File: src/afq_pkg.sv
`default_nettype none
package afq_pkg;

	localparam int QUO_BITS = 26;

	localparam logic [1:0] REG_SCALE  = 2'd0;
	localparam logic [1:0] REG_OFFSET = 2'd1;
	localparam logic [1:0] REG_WIDTH  = 2'd2;
	localparam logic [1:0] REG_SIGNED = 2'd3;

	typedef enum logic [1:0] {
		KIND_FIN,
		KIND_NAN,
		KIND_HUGE,
		KIND_ZERO
	} kind_t;

	typedef struct packed {
		logic              sign;
		logic [23:0]       mant;
		logic signed [9:0] exp;
		logic              is_zero;
		logic              is_inf;
		logic              is_nan;
	} unp_t;

	typedef struct packed {
		logic [24:0]       rem;
		logic [25:0]       quo;
		logic [23:0]       mb;
		logic signed [9:0] exp;
		logic              sign;
		kind_t             kind;
		logic              last;
	} div_t;

	function automatic logic [4:0] lzc24(input logic [23:0] x);
		logic [4:0] n;
		logic       found;
		n = 5'd24;
		found = 1'b0;
		for (int i = 23; i >= 0; i--) begin
			if (!found && x[i]) begin
				n = 5'(23 - i);
				found = 1'b1;
			end
		end
		return n;
	endfunction

	function automatic unp_t unpack(input logic [31:0] b);
		unp_t       u;
		logic [4:0] lz;
		lz = lzc24({1'b0, b[22:0]});
		u.sign = b[31];
		u.is_zero = (b[30:0] == 31'd0);
		u.is_inf = (b[30:23] == 8'hFF) && (b[22:0] == 23'd0);
		u.is_nan = (b[30:23] == 8'hFF) && (b[22:0] != 23'd0);
		if (b[30:23] == 8'd0) begin
			u.mant = {1'b0, b[22:0]} << lz;
			u.exp = -10'sd126 - $signed({5'd0, lz});
		end else begin
			u.mant = {1'b1, b[22:0]};
			u.exp = $signed({2'd0, b[30:23]}) - 10'sd127;
		end
		return u;
	endfunction

endpackage
`default_nettype wire

File: src/afq_div_cell.sv
`default_nettype none
module afq_div_cell (
	input  wire logic          clk,
	input  wire logic          arst_n,
	input  wire logic          in_valid,
	output logic               in_ready,
	input  wire afq_pkg::div_t in_data,
	output logic               out_valid,
	input  wire logic          out_ready,
	output afq_pkg::div_t      out_data
);

	logic          v_q;
	afq_pkg::div_t d_q;
	afq_pkg::div_t nxt;
	logic          ge;

	// one restoring quotient bit per cell
	always_comb begin
		nxt = in_data;
		ge = (in_data.rem >= {1'b0, in_data.mb});
		if (ge) begin
			nxt.rem = (in_data.rem - {1'b0, in_data.mb}) << 1;
		end else begin
			nxt.rem = in_data.rem << 1;
		end
		nxt.quo = {in_data.quo[24:0], ge};
	end

	assign in_ready = !v_q || out_ready;

	always_ff @(posedge clk or negedge arst_n) begin
		if (!arst_n) begin
			v_q <= 1'b0;
		end else if (in_ready) begin
			v_q <= in_valid;
		end
	end

	always_ff @(posedge clk) begin
		if (in_ready && in_valid) begin
			d_q <= nxt;
		end
	end

	assign out_valid = v_q;
	assign out_data = d_q;

endmodule
`default_nettype wire

File: src/affine_float_to_int_quantizer.sv
// channel | dir | signals                              | contents
// s_      | in  | s_tvalid s_tready s_tdata s_tlast    | float32 sample, last marker
// m_      | out | m_tvalid m_tready m_tdata m_tuser m_tlast | quantized value, clamp flag
// apb     | in  | psel penable pwrite paddr pwdata ... | scale, zero point, width, mode
// One item per cycle while m_tready is high; stages: unpack, 26 divider cells
// (one quotient bit each), round, shift, add, saturate.
// Each stage holds its own valid; bubbles collapse, and s_tready falls only
// when every stage is full and m_tready is low.
// Reset clears all valid bits and loads scale 1.0, offset 0, width 8, signed.
`default_nettype none
module affine_float_to_int_quantizer (
	input  wire logic        clk,
	input  wire logic        arst_n,
	input  wire logic        s_tvalid,
	output logic             s_tready,
	input  wire logic [31:0] s_tdata,   // [31:0] value_bits
	input  wire logic        s_tlast,
	output logic             m_tvalid,
	input  wire logic        m_tready,
	output logic [31:0]      m_tdata,   // [31:0] quant_value
	output logic [0:0]       m_tuser,   // [0] clamped
	output logic             m_tlast,
	input  wire logic        psel,
	input  wire logic        penable,
	input  wire logic        pwrite,
	input  wire logic [3:0]  paddr,
	input  wire logic [31:0] pwdata,
	output logic [31:0]      prdata,
	output logic             pready
);

	localparam int NQ = afq_pkg::QUO_BITS;

	logic [31:0] scale_q;
	logic [31:0] offset_q;
	logic [5:0]  width_q;
	logic        signed_q;

	assign pready = 1'b1;

	always_ff @(posedge clk or negedge arst_n) begin
		if (!arst_n) begin
			scale_q <= 32'h3F800000;
			offset_q <= 32'd0;
			width_q <= 6'd8;
			signed_q <= 1'b1;
		end else if (psel && penable && pwrite && pready) begin
			case (paddr[3:2])
				afq_pkg::REG_SCALE:  scale_q <= pwdata;
				afq_pkg::REG_OFFSET: offset_q <= pwdata;
				afq_pkg::REG_WIDTH:  width_q <= pwdata[5:0];
				afq_pkg::REG_SIGNED: signed_q <= pwdata[0];
				default: ;
			endcase
		end
	end

	always_comb begin
		case (paddr[3:2])
			afq_pkg::REG_SCALE:  prdata = scale_q;
			afq_pkg::REG_OFFSET: prdata = offset_q;
			afq_pkg::REG_WIDTH:  prdata = {26'd0, width_q};
			afq_pkg::REG_SIGNED: prdata = {31'd0, signed_q};
			default:             prdata = 32'd0;
		endcase
	end

	// ready chain
	logic f_v_s0, r_v_s1, h_v_s2, a_v_s3, o_v_s4;
	logic f_rdy, r_rdy, h_rdy, a_rdy, o_rdy;
	logic [NQ:0]   c_v;
	logic [NQ:0]   c_r;
	afq_pkg::div_t c_d [NQ+1];

	assign o_rdy = !o_v_s4 || m_tready;
	assign a_rdy = !a_v_s3 || o_rdy;
	assign h_rdy = !h_v_s2 || a_rdy;
	assign r_rdy = !r_v_s1 || h_rdy;
	assign f_rdy = !f_v_s0 || c_r[0];
	assign s_tready = f_rdy;

	// unpack
	afq_pkg::unp_t ua, ub;
	afq_pkg::div_t f_nxt;
	afq_pkg::div_t f_s0;

	always_comb begin
		ua = afq_pkg::unpack(s_tdata);
		ub = afq_pkg::unpack(scale_q);
		f_nxt.rem = {1'b0, ua.mant};
		f_nxt.quo = '0;
		f_nxt.mb = ub.mant;
		f_nxt.exp = ua.exp - ub.exp;
		f_nxt.sign = ua.sign ^ ub.sign;
		f_nxt.last = s_tlast;
		if (ua.is_nan || ub.is_nan || (ua.is_zero && ub.is_zero) || (ua.is_inf && ub.is_inf)) begin
			f_nxt.kind = afq_pkg::KIND_NAN;
		end else if (ub.is_zero || ua.is_inf) begin
			f_nxt.kind = afq_pkg::KIND_HUGE;
		end else if (ua.is_zero || ub.is_inf) begin
			f_nxt.kind = afq_pkg::KIND_ZERO;
		end else begin
			f_nxt.kind = afq_pkg::KIND_FIN;
		end
		if (ub.is_zero) begin
			f_nxt.mb = 24'h800000;
		end
	end

	always_ff @(posedge clk or negedge arst_n) begin
		if (!arst_n) begin
			f_v_s0 <= 1'b0;
		end else if (f_rdy) begin
			f_v_s0 <= s_tvalid;
		end
	end

	always_ff @(posedge clk) begin
		if (f_rdy && s_tvalid) begin
			f_s0 <= f_nxt;
		end
	end

	assign c_v[0] = f_v_s0;
	assign c_d[0] = f_s0;

	for (genvar i = 0; i < NQ; i++) begin : g_cell
		afq_div_cell u_cell (
			.clk       (clk),
			.arst_n    (arst_n),
			.in_valid  (c_v[i]),
			.in_ready  (c_r[i]),
			.in_data   (c_d[i]),
			.out_valid (c_v[i+1]),
			.out_ready (c_r[i+1]),
			.out_data  (c_d[i+1])
		);
	end
	assign c_r[NQ] = r_rdy;

	// round to nearest even
	afq_pkg::div_t     dq;
	logic [23:0]       rm;
	logic              rg, rst;
	logic signed [9:0] re;
	logic [24:0]       rm1;
	logic [23:0]       r_mant_s1, r_mant_nxt;
	logic signed [9:0] r_exp_s1, r_exp_nxt;
	logic              r_sign_s1, r_last_s1;
	afq_pkg::kind_t    r_kind_s1;

	always_comb begin
		dq = c_d[NQ];
		if (dq.quo[25]) begin
			rm = dq.quo[25:2];
			rg = dq.quo[1];
			rst = dq.quo[0] | (dq.rem != 25'd0);
			re = dq.exp;
		end else begin
			rm = dq.quo[24:1];
			rg = dq.quo[0];
			rst = (dq.rem != 25'd0);
			re = dq.exp - 10'sd1;
		end
		rm1 = {1'b0, rm} + {24'd0, rg & (rst | rm[0])};
		if (rm1[24]) begin
			r_mant_nxt = 24'h800000;
			r_exp_nxt = re + 10'sd1;
		end else begin
			r_mant_nxt = rm1[23:0];
			r_exp_nxt = re;
		end
	end

	always_ff @(posedge clk or negedge arst_n) begin
		if (!arst_n) begin
			r_v_s1 <= 1'b0;
		end else if (r_rdy) begin
			r_v_s1 <= c_v[NQ];
		end
	end

	always_ff @(posedge clk) begin
		if (r_rdy && c_v[NQ]) begin
			r_mant_s1 <= r_mant_nxt;
			r_exp_s1 <= r_exp_nxt;
			r_sign_s1 <= dq.sign;
			r_kind_s1 <= dq.kind;
			r_last_s1 <= dq.last;
		end
	end

	// integer part
	logic [62:0]    sh;
	logic [39:0]    h_mag_s2, h_mag_nxt;
	afq_pkg::kind_t h_kind_s2, h_kind_nxt;
	logic           h_sign_s2, h_last_s2;

	always_comb begin
		sh = {39'd0, r_mant_s1} << r_exp_s1[5:0];
		h_mag_nxt = 40'd0;
		h_kind_nxt = r_kind_s1;
		if (r_kind_s1 == afq_pkg::KIND_ZERO) begin
			h_kind_nxt = afq_pkg::KIND_FIN;
		end else if (r_kind_s1 == afq_pkg::KIND_FIN) begin
			if (r_exp_s1 >= 10'sd40) begin
				h_kind_nxt = afq_pkg::KIND_HUGE;
			end else if (r_exp_s1 >= 10'sd0) begin
				h_mag_nxt = sh[62:23];
			end
		end
	end

	always_ff @(posedge clk or negedge arst_n) begin
		if (!arst_n) begin
			h_v_s2 <= 1'b0;
		end else if (h_rdy) begin
			h_v_s2 <= r_v_s1;
		end
	end

	always_ff @(posedge clk) begin
		if (h_rdy && r_v_s1) begin
			h_mag_s2 <= h_mag_nxt;
			h_kind_s2 <= h_kind_nxt;
			h_sign_s2 <= r_sign_s1;
			h_last_s2 <= r_last_s1;
		end
	end

	// zero point
	logic signed [41:0] smag;
	logic signed [41:0] a_sum_s3;
	afq_pkg::kind_t     a_kind_s3;
	logic               a_sign_s3, a_last_s3;

	always_comb begin
		smag = h_sign_s2 ? -$signed({2'd0, h_mag_s2}) : $signed({2'd0, h_mag_s2});
	end

	always_ff @(posedge clk or negedge arst_n) begin
		if (!arst_n) begin
			a_v_s3 <= 1'b0;
		end else if (a_rdy) begin
			a_v_s3 <= h_v_s2;
		end
	end

	always_ff @(posedge clk) begin
		if (a_rdy && h_v_s2) begin
			a_sum_s3 <= smag + $signed({{10{offset_q[31]}}, offset_q});
			a_kind_s3 <= h_kind_s2;
			a_sign_s3 <= h_sign_s2;
			a_last_s3 <= h_last_s2;
		end
	end

	// saturate to the width range; NaN gives 0
	logic [5:0]         w;
	logic signed [41:0] hi, lo;
	logic [31:0]        o_val_nxt;
	logic               o_clamp_nxt;
	logic [31:0]        o_val_s4;
	logic               o_clamp_s4, o_last_s4;

	always_comb begin
		if (width_q == 6'd0) begin
			w = 6'd1;
		end else if (width_q > 6'd32) begin
			w = 6'd32;
		end else begin
			w = width_q;
		end
		if (signed_q) begin
			hi = (42'sd1 <<< (w - 6'd1)) - 42'sd1;
			lo = -hi - 42'sd1;
		end else begin
			hi = (42'sd1 <<< w) - 42'sd1;
			lo = 42'sd0;
		end
		o_val_nxt = a_sum_s3[31:0];
		o_clamp_nxt = 1'b0;
		case (a_kind_s3)
			afq_pkg::KIND_NAN: begin
				o_val_nxt = 32'd0;
			end
			afq_pkg::KIND_HUGE: begin
				o_val_nxt = a_sign_s3 ? lo[31:0] : hi[31:0];
				o_clamp_nxt = 1'b1;
			end
			default: begin
				if (a_sum_s3 > hi) begin
					o_val_nxt = hi[31:0];
					o_clamp_nxt = 1'b1;
				end else if (a_sum_s3 < lo) begin
					o_val_nxt = lo[31:0];
					o_clamp_nxt = 1'b1;
				end
			end
		endcase
	end

	always_ff @(posedge clk or negedge arst_n) begin
		if (!arst_n) begin
			o_v_s4 <= 1'b0;
		end else if (o_rdy) begin
			o_v_s4 <= a_v_s3;
		end
	end

	always_ff @(posedge clk) begin
		if (o_rdy && a_v_s3) begin
			o_val_s4 <= o_val_nxt;
			o_clamp_s4 <= o_clamp_nxt;
			o_last_s4 <= a_last_s3;
		end
	end

	assign m_tvalid = o_v_s4;
	assign m_tdata = o_val_s4;
	assign m_tuser = o_clamp_s4;
	assign m_tlast = o_last_s4;

	a_empty_ready: assert property (@(posedge clk) disable iff (!arst_n)
		!m_tvalid |-> s_tready)
		else $error("input stalled with empty output stage");

	a_round_norm: assert property (@(posedge clk) disable iff (!arst_n)
		r_v_s1 && r_kind_s1 == afq_pkg::KIND_FIN |-> r_mant_s1[23])
		else $error("rounded mantissa not normalized");

	a_unsigned_clamp: assert property (@(posedge clk) disable iff (!arst_n)
		m_tvalid && m_tuser[0] && !signed_q && m_tdata != 32'd0 |-> m_tdata == hi[31:0])
		else $error("unsigned clamp value off range limit");

endmodule
`default_nettype wire

File: config.mk
export PLATFORM = sky130hd
export DESIGN_NAME = affine_float_to_int_quantizer
export DESIGN_NICKNAME = d
export VERILOG_FILES = /design/src/afq_pkg.sv /design/src/afq_div_cell.sv /design/src/affine_float_to_int_quantizer.sv
export SDC_FILE = /design/constraint.sdc
export NUM_CORES = 2
export LEC_CHECK = 0
export ABC_CLOCK_PERIOD_IN_PS = 8200
export BUFFER_PORTS_ARGS = -buffer_cell sky130_fd_sc_hd__buf_2
export CORE_MARGIN = 3
export CORE_UTILIZATION = 58
export DETAILED_ROUTE_END_ITERATION = 16
export MAX_ROUTING_LAYER = met4
export PLACE_DENSITY = 0.79
export SETUP_SLACK_MARGIN = 0.2
export SYNTH_ARGS = -nofsm -noshare
export SYNTH_HDL_FRONTEND = slang
export SYNTH_SLANG_ARGS = --single-unit
File: constraint.sdc
create_clock -name clk -period 8.2 [get_ports clk]
set_clock_uncertainty 0.15 [all_clocks]
set_input_delay 0.41 -clock clk [delete_from_list [all_inputs] [get_ports clk]]
set_output_delay 0.41 -clock clk [all_outputs]
set_load 0.01 [all_outputs]
* Word level (Yosys, flattened, before mapping)
Index checks and enable logic that the tools add are counted.
** Word-level totals
- Register bits after elaboration :: 2291
- Input bits :: 76
- Output and inout port bits :: 69
- Logic and storage cells :: 684
** Cells by class
- Add/sub/neg operators :: 41
- Order comparisons :: 31
- Equal/unequal tests :: 8
- Shift operators :: 5
- Multiplexer cells :: 140
- Bitwise operators :: 7
- Reductions and logical operators :: 212
** Operators with widths (count)
- 25-bit two-way mux :: 26
- 25-bit by 24-bit greater-or-equal comparator with 1-bit output :: 25
- 24-bit subtractor :: 26
- 5-bit two-way mux :: 46
- 32-bit case mux with 4 select lines :: 1
- 42-bit two-way mux :: 3
- 42-bit by 2-bit subtractor with 42-bit output, second input constant :: 3
- 32-bit two-way mux :: 3
- 2-bit by 6-bit <<< shifter with 42-bit output, first input constant :: 2
- 1-bit logical AND :: 83
- 1-bit zero test :: 75
- 33-bit two-way mux :: 2
- 32-bit case mux with 2 select lines :: 1
- 24-bit by 6-bit << shifter with 63-bit output :: 1
- 31-bit zero test :: 2
- 1-bit two-way mux :: 48
- 23-bit by 5-bit << shifter with 24-bit output :: 2
- 23-bit zero test :: 2
- 23-bit nonzero test :: 2
- 42-bit by 32-bit adder with 42-bit output :: 1
- 42-bit greater-than comparator :: 1
- 42-bit < comparator :: 1
- 40-bit negation with 42-bit output :: 1
- 42-bit negation :: 1
- other kinds (31) :: 86

* Logic depth before layout (Yosys ltp)
- Word-level depth :: 70
- Mapped depth :: 25
- Mapped depth without buffers :: 23

* Cells and area by module
From an unflattened synthesis, not the netlist that was laid out.
** Unflattened totals
- Cells, all modules :: 12368
- Area, all modules :: 145613.4 µm²
** Modules (own cells, without submodules)
- afq_div_cell (g_cell[0].u_cell ...) :: times used 22, cells each 373, area an instance 4687.0 µm², sequential area each 2667.6 µm²
- affine_float_to_int_quantizer :: times used 1, cells each 2684, area an instance 24289.5 µm², sequential area each 8639.5 µm²
- afq_div_cell (g_cell[7].u_cell ...) :: times used 3, cells each 387, area an instance 4606.9 µm², sequential area each 2667.6 µm²
- afq_div_cell (g_cell[4].u_cell) :: times used 1, cells each 317, area an instance 4389.2 µm², sequential area each 2667.6 µm²

* Worst setup path after synthesis
OpenSTA, ideal clock, no wires.
- Path kind :: reg-to-reg
- Start point :: reg o_v_s4, in the netlist m_tvalid
- End point :: reg g_cell[18].u_cell.d_q, in the netlist g_cell[18].u_cell.out_data[0], enable pin
- Setup time :: 0.644 ns
- Data arrival time :: 7.074 ns
- Required time :: 7.406 ns
- Setup slack :: 0.332 ns
- Cell stages (with the launch flop) :: 8
- Buffers on the path :: 0
- Period minus slack after synthesis :: 7.868 ns
- Cells stage by stage :: dfrtp_1 -> nand3b_1 -> nor2_1 -> and3_1 -> and2_1 -> nand2_1 -> nor2_1 -> a21boi_0
** Between the ends
- Cells in the longest elaborated chain, start to end :: 14
** Ends and longest elaborated chain
- start, declared :: line affine_float_to_int_quantizer.sv:69 : logic f_v_s0, r_v_s1, h_v_s2, a_v_s3, o_v_s4;
- start signal, assigned :: line affine_float_to_int_quantizer.sv:307 : o_v_s4 <= a_v_s3;
- 1-bit zero test :: line affine_float_to_int_quantizer.sv:75 : assign o_rdy = !o_v_s4 || m_tready;
- 1-bit logical OR :: line affine_float_to_int_quantizer.sv:75
- 1-bit logical OR :: line affine_float_to_int_quantizer.sv:76 : assign a_rdy = !a_v_s3 || o_rdy;
- 1-bit logical OR :: line affine_float_to_int_quantizer.sv:77 : assign h_rdy = !h_v_s2 || a_rdy;
- 1-bit logical OR :: line affine_float_to_int_quantizer.sv:78 : assign r_rdy = !r_v_s1 || h_rdy;
- 1-bit logical OR (8 in series) :: line afq_div_cell.sv:30 : assign in_ready = !v_q || out_ready;
- 1-bit logical AND :: line afq_div_cell.sv:41 : if (in_ready && in_valid) begin
- end signal, assigned :: line afq_div_cell.sv:42 : d_q <= nxt;
- end, declared :: line afq_div_cell.sv:14 : afq_pkg::div_t d_q;
No other way between the ends.
A chain may end at the register's enable or synchronous reset.

* Worst setup path after layout
- Start point :: reg width_q[5]
- End point :: reg o_val_s4[22], in the netlist m_tdata[22] (data pin)
** Between the ends
- Cells in the longest elaborated chain, start to end :: 13
- Elaborated cells on any way between the ends :: 19
- Those cells by class :: 5 x add/sub; 3 x order compare; 2 x shift; 8 x mux; 1 x reduce/logical
** Ends and longest elaborated chain
- start, declared :: line affine_float_to_int_quantizer.sv:36 : logic [5:0] width_q;
- start signal, assigned :: line affine_float_to_int_quantizer.sv:51 : afq_pkg::REG_WIDTH: width_q <= pwdata[5:0];
- 6-bit greater-than comparator :: line affine_float_to_int_quantizer.sv:269 : end else if (width_q > 6'd32) begin
- 6-bit two-way mux :: line affine_float_to_int_quantizer.sv:269
- 6-bit two-way mux (*) :: line affine_float_to_int_quantizer.sv:267 : if (width_q == 6'd0) begin
- 6-bit by 1-bit subtractor with 6-bit output :: line affine_float_to_int_quantizer.sv:275 : hi = (42'sd1 <<< (w - 6'd1)) - 42'sd1;
- 2-bit by 6-bit <<< shifter with 42-bit output :: line affine_float_to_int_quantizer.sv:275
- 42-bit by 2-bit subtractor with 42-bit output :: line affine_float_to_int_quantizer.sv:275
- 42-bit negation :: line affine_float_to_int_quantizer.sv:276 : lo = -hi - 42'sd1;
- 42-bit by 2-bit subtractor with 42-bit output :: line affine_float_to_int_quantizer.sv:276
- 42-bit two-way mux :: line affine_float_to_int_quantizer.sv:274 : if (signed_q) begin
- 42-bit < comparator :: line affine_float_to_int_quantizer.sv:295 : end else if (a_sum_s3 < lo) begin
- 32-bit two-way mux :: line affine_float_to_int_quantizer.sv:295
- 32-bit two-way mux :: line affine_float_to_int_quantizer.sv:292 : if (a_sum_s3 > hi) begin
- 32-bit case mux with 2 select lines (*) :: line affine_float_to_int_quantizer.sv:283 : case (a_kind_s3)
- net o_val_nxt[22] :: line affine_float_to_int_quantizer.sv:261 : logic [31:0] o_val_nxt;
- end signal, assigned :: line affine_float_to_int_quantizer.sv:313 : o_val_s4 <= o_val_nxt;
- end, declared :: line affine_float_to_int_quantizer.sv:263 : logic [31:0] o_val_s4;
The timed path passes the listed nets; every way through them passes the cells marked *.

==> flow_metrics.env <==
export IMPL_power_frac_comb=0.421
export IMPL_synth_avg_cell_area_sq_um=11.56
export IMPL_rrSetupSlack_ns=1.88
export IMPL_setup_tns_ns=0
export IMPL_maxSlewHeadroom=0.1813
export IMPL_area_delta_synth_final_pct=10.20
export IMPL_clockBufferDepth=3
export IMPL_ys_seq_area_frac=0.5612
export IMPL_r2r_cells=24
export IMPL_status="finished, final reports clean"
export IMPL_synth_warnings=0
export IMPL_fin_crit_ns=6.320
export IMPL_clock_power_share=0.208
export IMPL_clkLatencyLatePin_ns=0.90
export IMPL_max_cap_violations=0
export IMPL_drc=0
export IMPL_synth_edf_count=2163
export IMPL_synth_seq_cells=2265
export IMPL_synth_top_cell_by_area="edfxtp_1"
export IMPL_synth_area_sq_mm=0.1203
export IMPL_cts_inserted_buffers=225
export IMPL_switching_power_mw=18.96
export IMPL_synth_most_common_cell="edfxtp_1"
export IMPL_cts_root_buffer="clkbuf_16"
export IMPL_synth_main_ff_cell="edfxtp_1"
export IMPL_ios=145
export IMPL_die_h_microns=461.4
export IMPL_vias_per_cell=6.074
export IMPL_ctsResizeCount=0
export IMPL_core_area_sq_mm=0.2054
export IMPL_required_ns=8.64
export IMPL_tightestPinTransition_ns=1.217
export IMPL_dr_pass1_iters=6
export IMPL_ys_async_sr_fraction=0.04503
export IMPL_sw_frac_of_total=0.3772
export IMPL_ant_nets=0
export IMPL_r2r_start="width_q[5]"
export IMPL_grt_max_degree=81
export IMPL_fmax_mhz=158.2
export IMPL_worstPathArrival_ns=6.76
export IMPL_n_fill_cell=14927
export IMPL_rsz0062_at_grt="no"
export IMPL_gp_congestion=0.9763
export IMPL_routed_wl_microns=292600
export IMPL_hold_viol_final=0
export IMPL_regArea_sq_mm=0.06752
export IMPL_startpoint_type="register"
export IMPL_ys_types=105
export IMPL_cp_end_kind="register"
export IMPL_cts_reportedPaths_clkPinSlew_ns=0.07
export IMPL_cts_tree="built"
export IMPL_slew_viol_final=0
export IMPL_die_area_sq_mm=0.2129
export IMPL_worst_setup_path_type="reg2reg"
export IMPL_synth_top_area_share=0.5399
export IMPL_setup_violations=0
export IMPL_seqPwrFrac=0.370
export IMPL_antenna_found_initial=7
export IMPL_num_vias=82392
export IMPL_rows=166
export IMPL_power_density_mw_per_mm2=379.2
export IMPL_synthCells=10408
export IMPL_hold_path_class="in2reg"
export IMPL_overflow=0
export IMPL_final_layout_size_suffix_gt1_frac=0.09123
export IMPL_place_hpwl_microns=213300
export IMPL_finalCritPeriodShare=0.7708
export IMPL_nets=11560
export IMPL_worstPathMaxFanout=21
export IMPL_totalPowerFinal_mw=50.28
export IMPL_intPower_mw=31.31
export IMPL_grt_pass1_wl_microns=455100
export IMPL_h_tree_depth=4
export IMPL_peakVddDrop_mv=0.2463
export IMPL_grt_pass1_vias=81339
export IMPL_wl_per_cell_microns=21.57
export IMPL_crit_path_start="width_q[5]"
export IMPL_cts_sinks=2265
export IMPL_rr_endpoint="m_tdata[22]"
export IMPL_multi_input_area_sq_mm=0.04856
export IMPL_yosys_top_cells_count="2163 x edfxtp_1, 907 x inv_1, 858 x nor2_1"
export IMPL_initial_core_util=0.5857
export IMPL_crit_end="m_tdata[22]"
export IMPL_port_buffer_count=141
export IMPL_synth_area_leaders="edfxtp_1 54%, ha_1 8.0%, a21oi_1 2.9%"
export IMPL_die_w_microns=461.4
export IMPL_drt_iter0_drc=7513
export IMPL_grt_total_usage=0.2790
export IMPL_cellLeakagePower_nw=52.61
-- flip-flops by register name, summed over array words and instances, names as in the netlist, 2 cells and up --
register                 cells
a_kind_s3                    2
a_sum_s3                    42
c_d                         62
g_cell.u_cell.out_data    1939
g_cell.u_cell.out_valid     26
h_kind_s2                    2
h_mag_s2                    40
m_tdata                     32
offset_q                    32
r_exp_s1                    10
r_kind_s1                    2
r_mant_s1                   24
scale_q                     32
width_q                      6
-- cell type report --
class / instances / area share
clock buffer: 281 / 0.04478
inverter: 916 / 0.02597
sequential: 2265 / 0.5093
antenna: 3 / 0.00005663
clock inverter: 134 / 0.01236
timing repair buffer: 305 / 0.01593
multi-input combinational: 6973 / 0.3663
tap: 2688 / 0.02537
-- metal layers --
layer,routed length [microns],up-vias,track usage
met5,0,-,-
met4,9131,0,0.08482
met3,16490,572,0.03337
met2,144100,2888,0.4646
met1,122900,40139,0.3602
li1,-,38793,-
-- worst max-delay path: stages, from the launching register on --
cell and delay (ns):
dfrtp_1 0.38, inv_1 0.10, buf_4 0.21, nand2_1 0.07, buf_4 0.21, nor2_1 0.26, nand2_1 0.09, ha_1 0.24
o31ai_1 0.19, o21bai_1 0.37, nand2b_1 0.59, nand3_1 0.15, o211ai_1 0.22, o31ai_1 0.22, ha_1 0.33, and4_1 0.18
nand3_1 0.15, a211oi_1 0.21, o31ai_1 0.11, a21o_1 0.19, a41o_1 0.25, or2_2 0.29, a32o_1 0.27, buf_4 0.22
a221o_1 0.37
-- how the worst min path moves through the flow --
stage	end	slack, ns	start	cells after the start
finish	c_d[2379]	0.06	s_tdata[1]	3
global route	c_d[2379]	0.01	s_tdata[1]	3
CTS	c_d[2379]	0.00004	s_tdata[1]	3
detailed placement	g_cell[0].u_cell.out_data[1]	0.25	c_d[2315]	0
global placement	g_cell[3].u_cell.out_data[6]	0.25	g_cell[2].u_cell.out_data[6]	0
floorplan	a_v_s3	-0.04	arst_n	0
-- layout by cell type (no fill, tap or decap), types with 65 or more instances in the layout --
master     synthesis  routed
buf_2             25     140
xnor2_1          391     391
ha_1             770     770
nand2_1          687     687
buf_4              5     100
o21a_1            99      98
nor2b_1          104      92
a211oi_1          66      65
nand4_1          148     148
a21oi_1          708     704
clkbuf_16          0     227
a21o_1           207     207
edfxtp_1        2163    2163
o21bai_1          84      84
nand3_1          153     153
nand2b_1         148     148
nor2_1           858     857
or3_1             65      65
xor2_1           239     239
o21ai_0          660     660
mux2i_1          176     176
a31oi_1          103      99
dfrtp_1           93      93
inv_1            907     907
mux2_2           243     243
nor4_1            68      68
nor3_1           184     183
-- power groups by stage --
stage / clock [mW] / combinational [mW] / sequential (mW)
6_report: 10.5 / 21.2 / 18.6
5_1_grt: 11.1 / 23.4 / 18.8
4_1_cts: 10.7 / 20.9 / 18.6
3_5_place_dp: 0 / 20.6 / 18.8
3_3_place_gp: 0 / 19.9 / 18.7
2_1_floorplan: 0 / 15.8 / 17.9
-- cells by family after synthesis --
kind of cell             Yosys count  share of synthesized area
XOR/XNOR                         630                    0.04586
other                              1                 0.00003117
buffers and inverters           1176                    0.03767
multiplexers                     426                    0.03853
AO/OA/AOI/OAI                   2440                     0.1271
adder cells (fa/ha/maj)          798                    0.08474
AND/OR/NAND/NOR                 2672                     0.1049
flip-flops                      2265                     0.5612
-- through the flow --
step	std cells	hold WS (ns)	cell area [sq um]	utilization	setup WS (ns)
5_1_grt	13565	0.01251	132600	0.6454	1.335
6_report	13565	0.05529	132600	0.6454	1.880
2_1_floorplan	10414	-0.03559	120300	-	0.3318
4_1_cts	13562	0.00004480	132600	0.6454	1.897
3_5_place_dp	13082	0.2545	124300	0.6053	1.932
3_3_place_gp	13082	0.2504	124300	0.6053	1.943
-- repair_timing --
action,4_1_cts,5_1_grt
setup endpoints to repair,0,0
endpoints found under the hold margin,142,0
hold buffers,65,0
setup buffers,0,0
(Power assumes the default switching activity.)
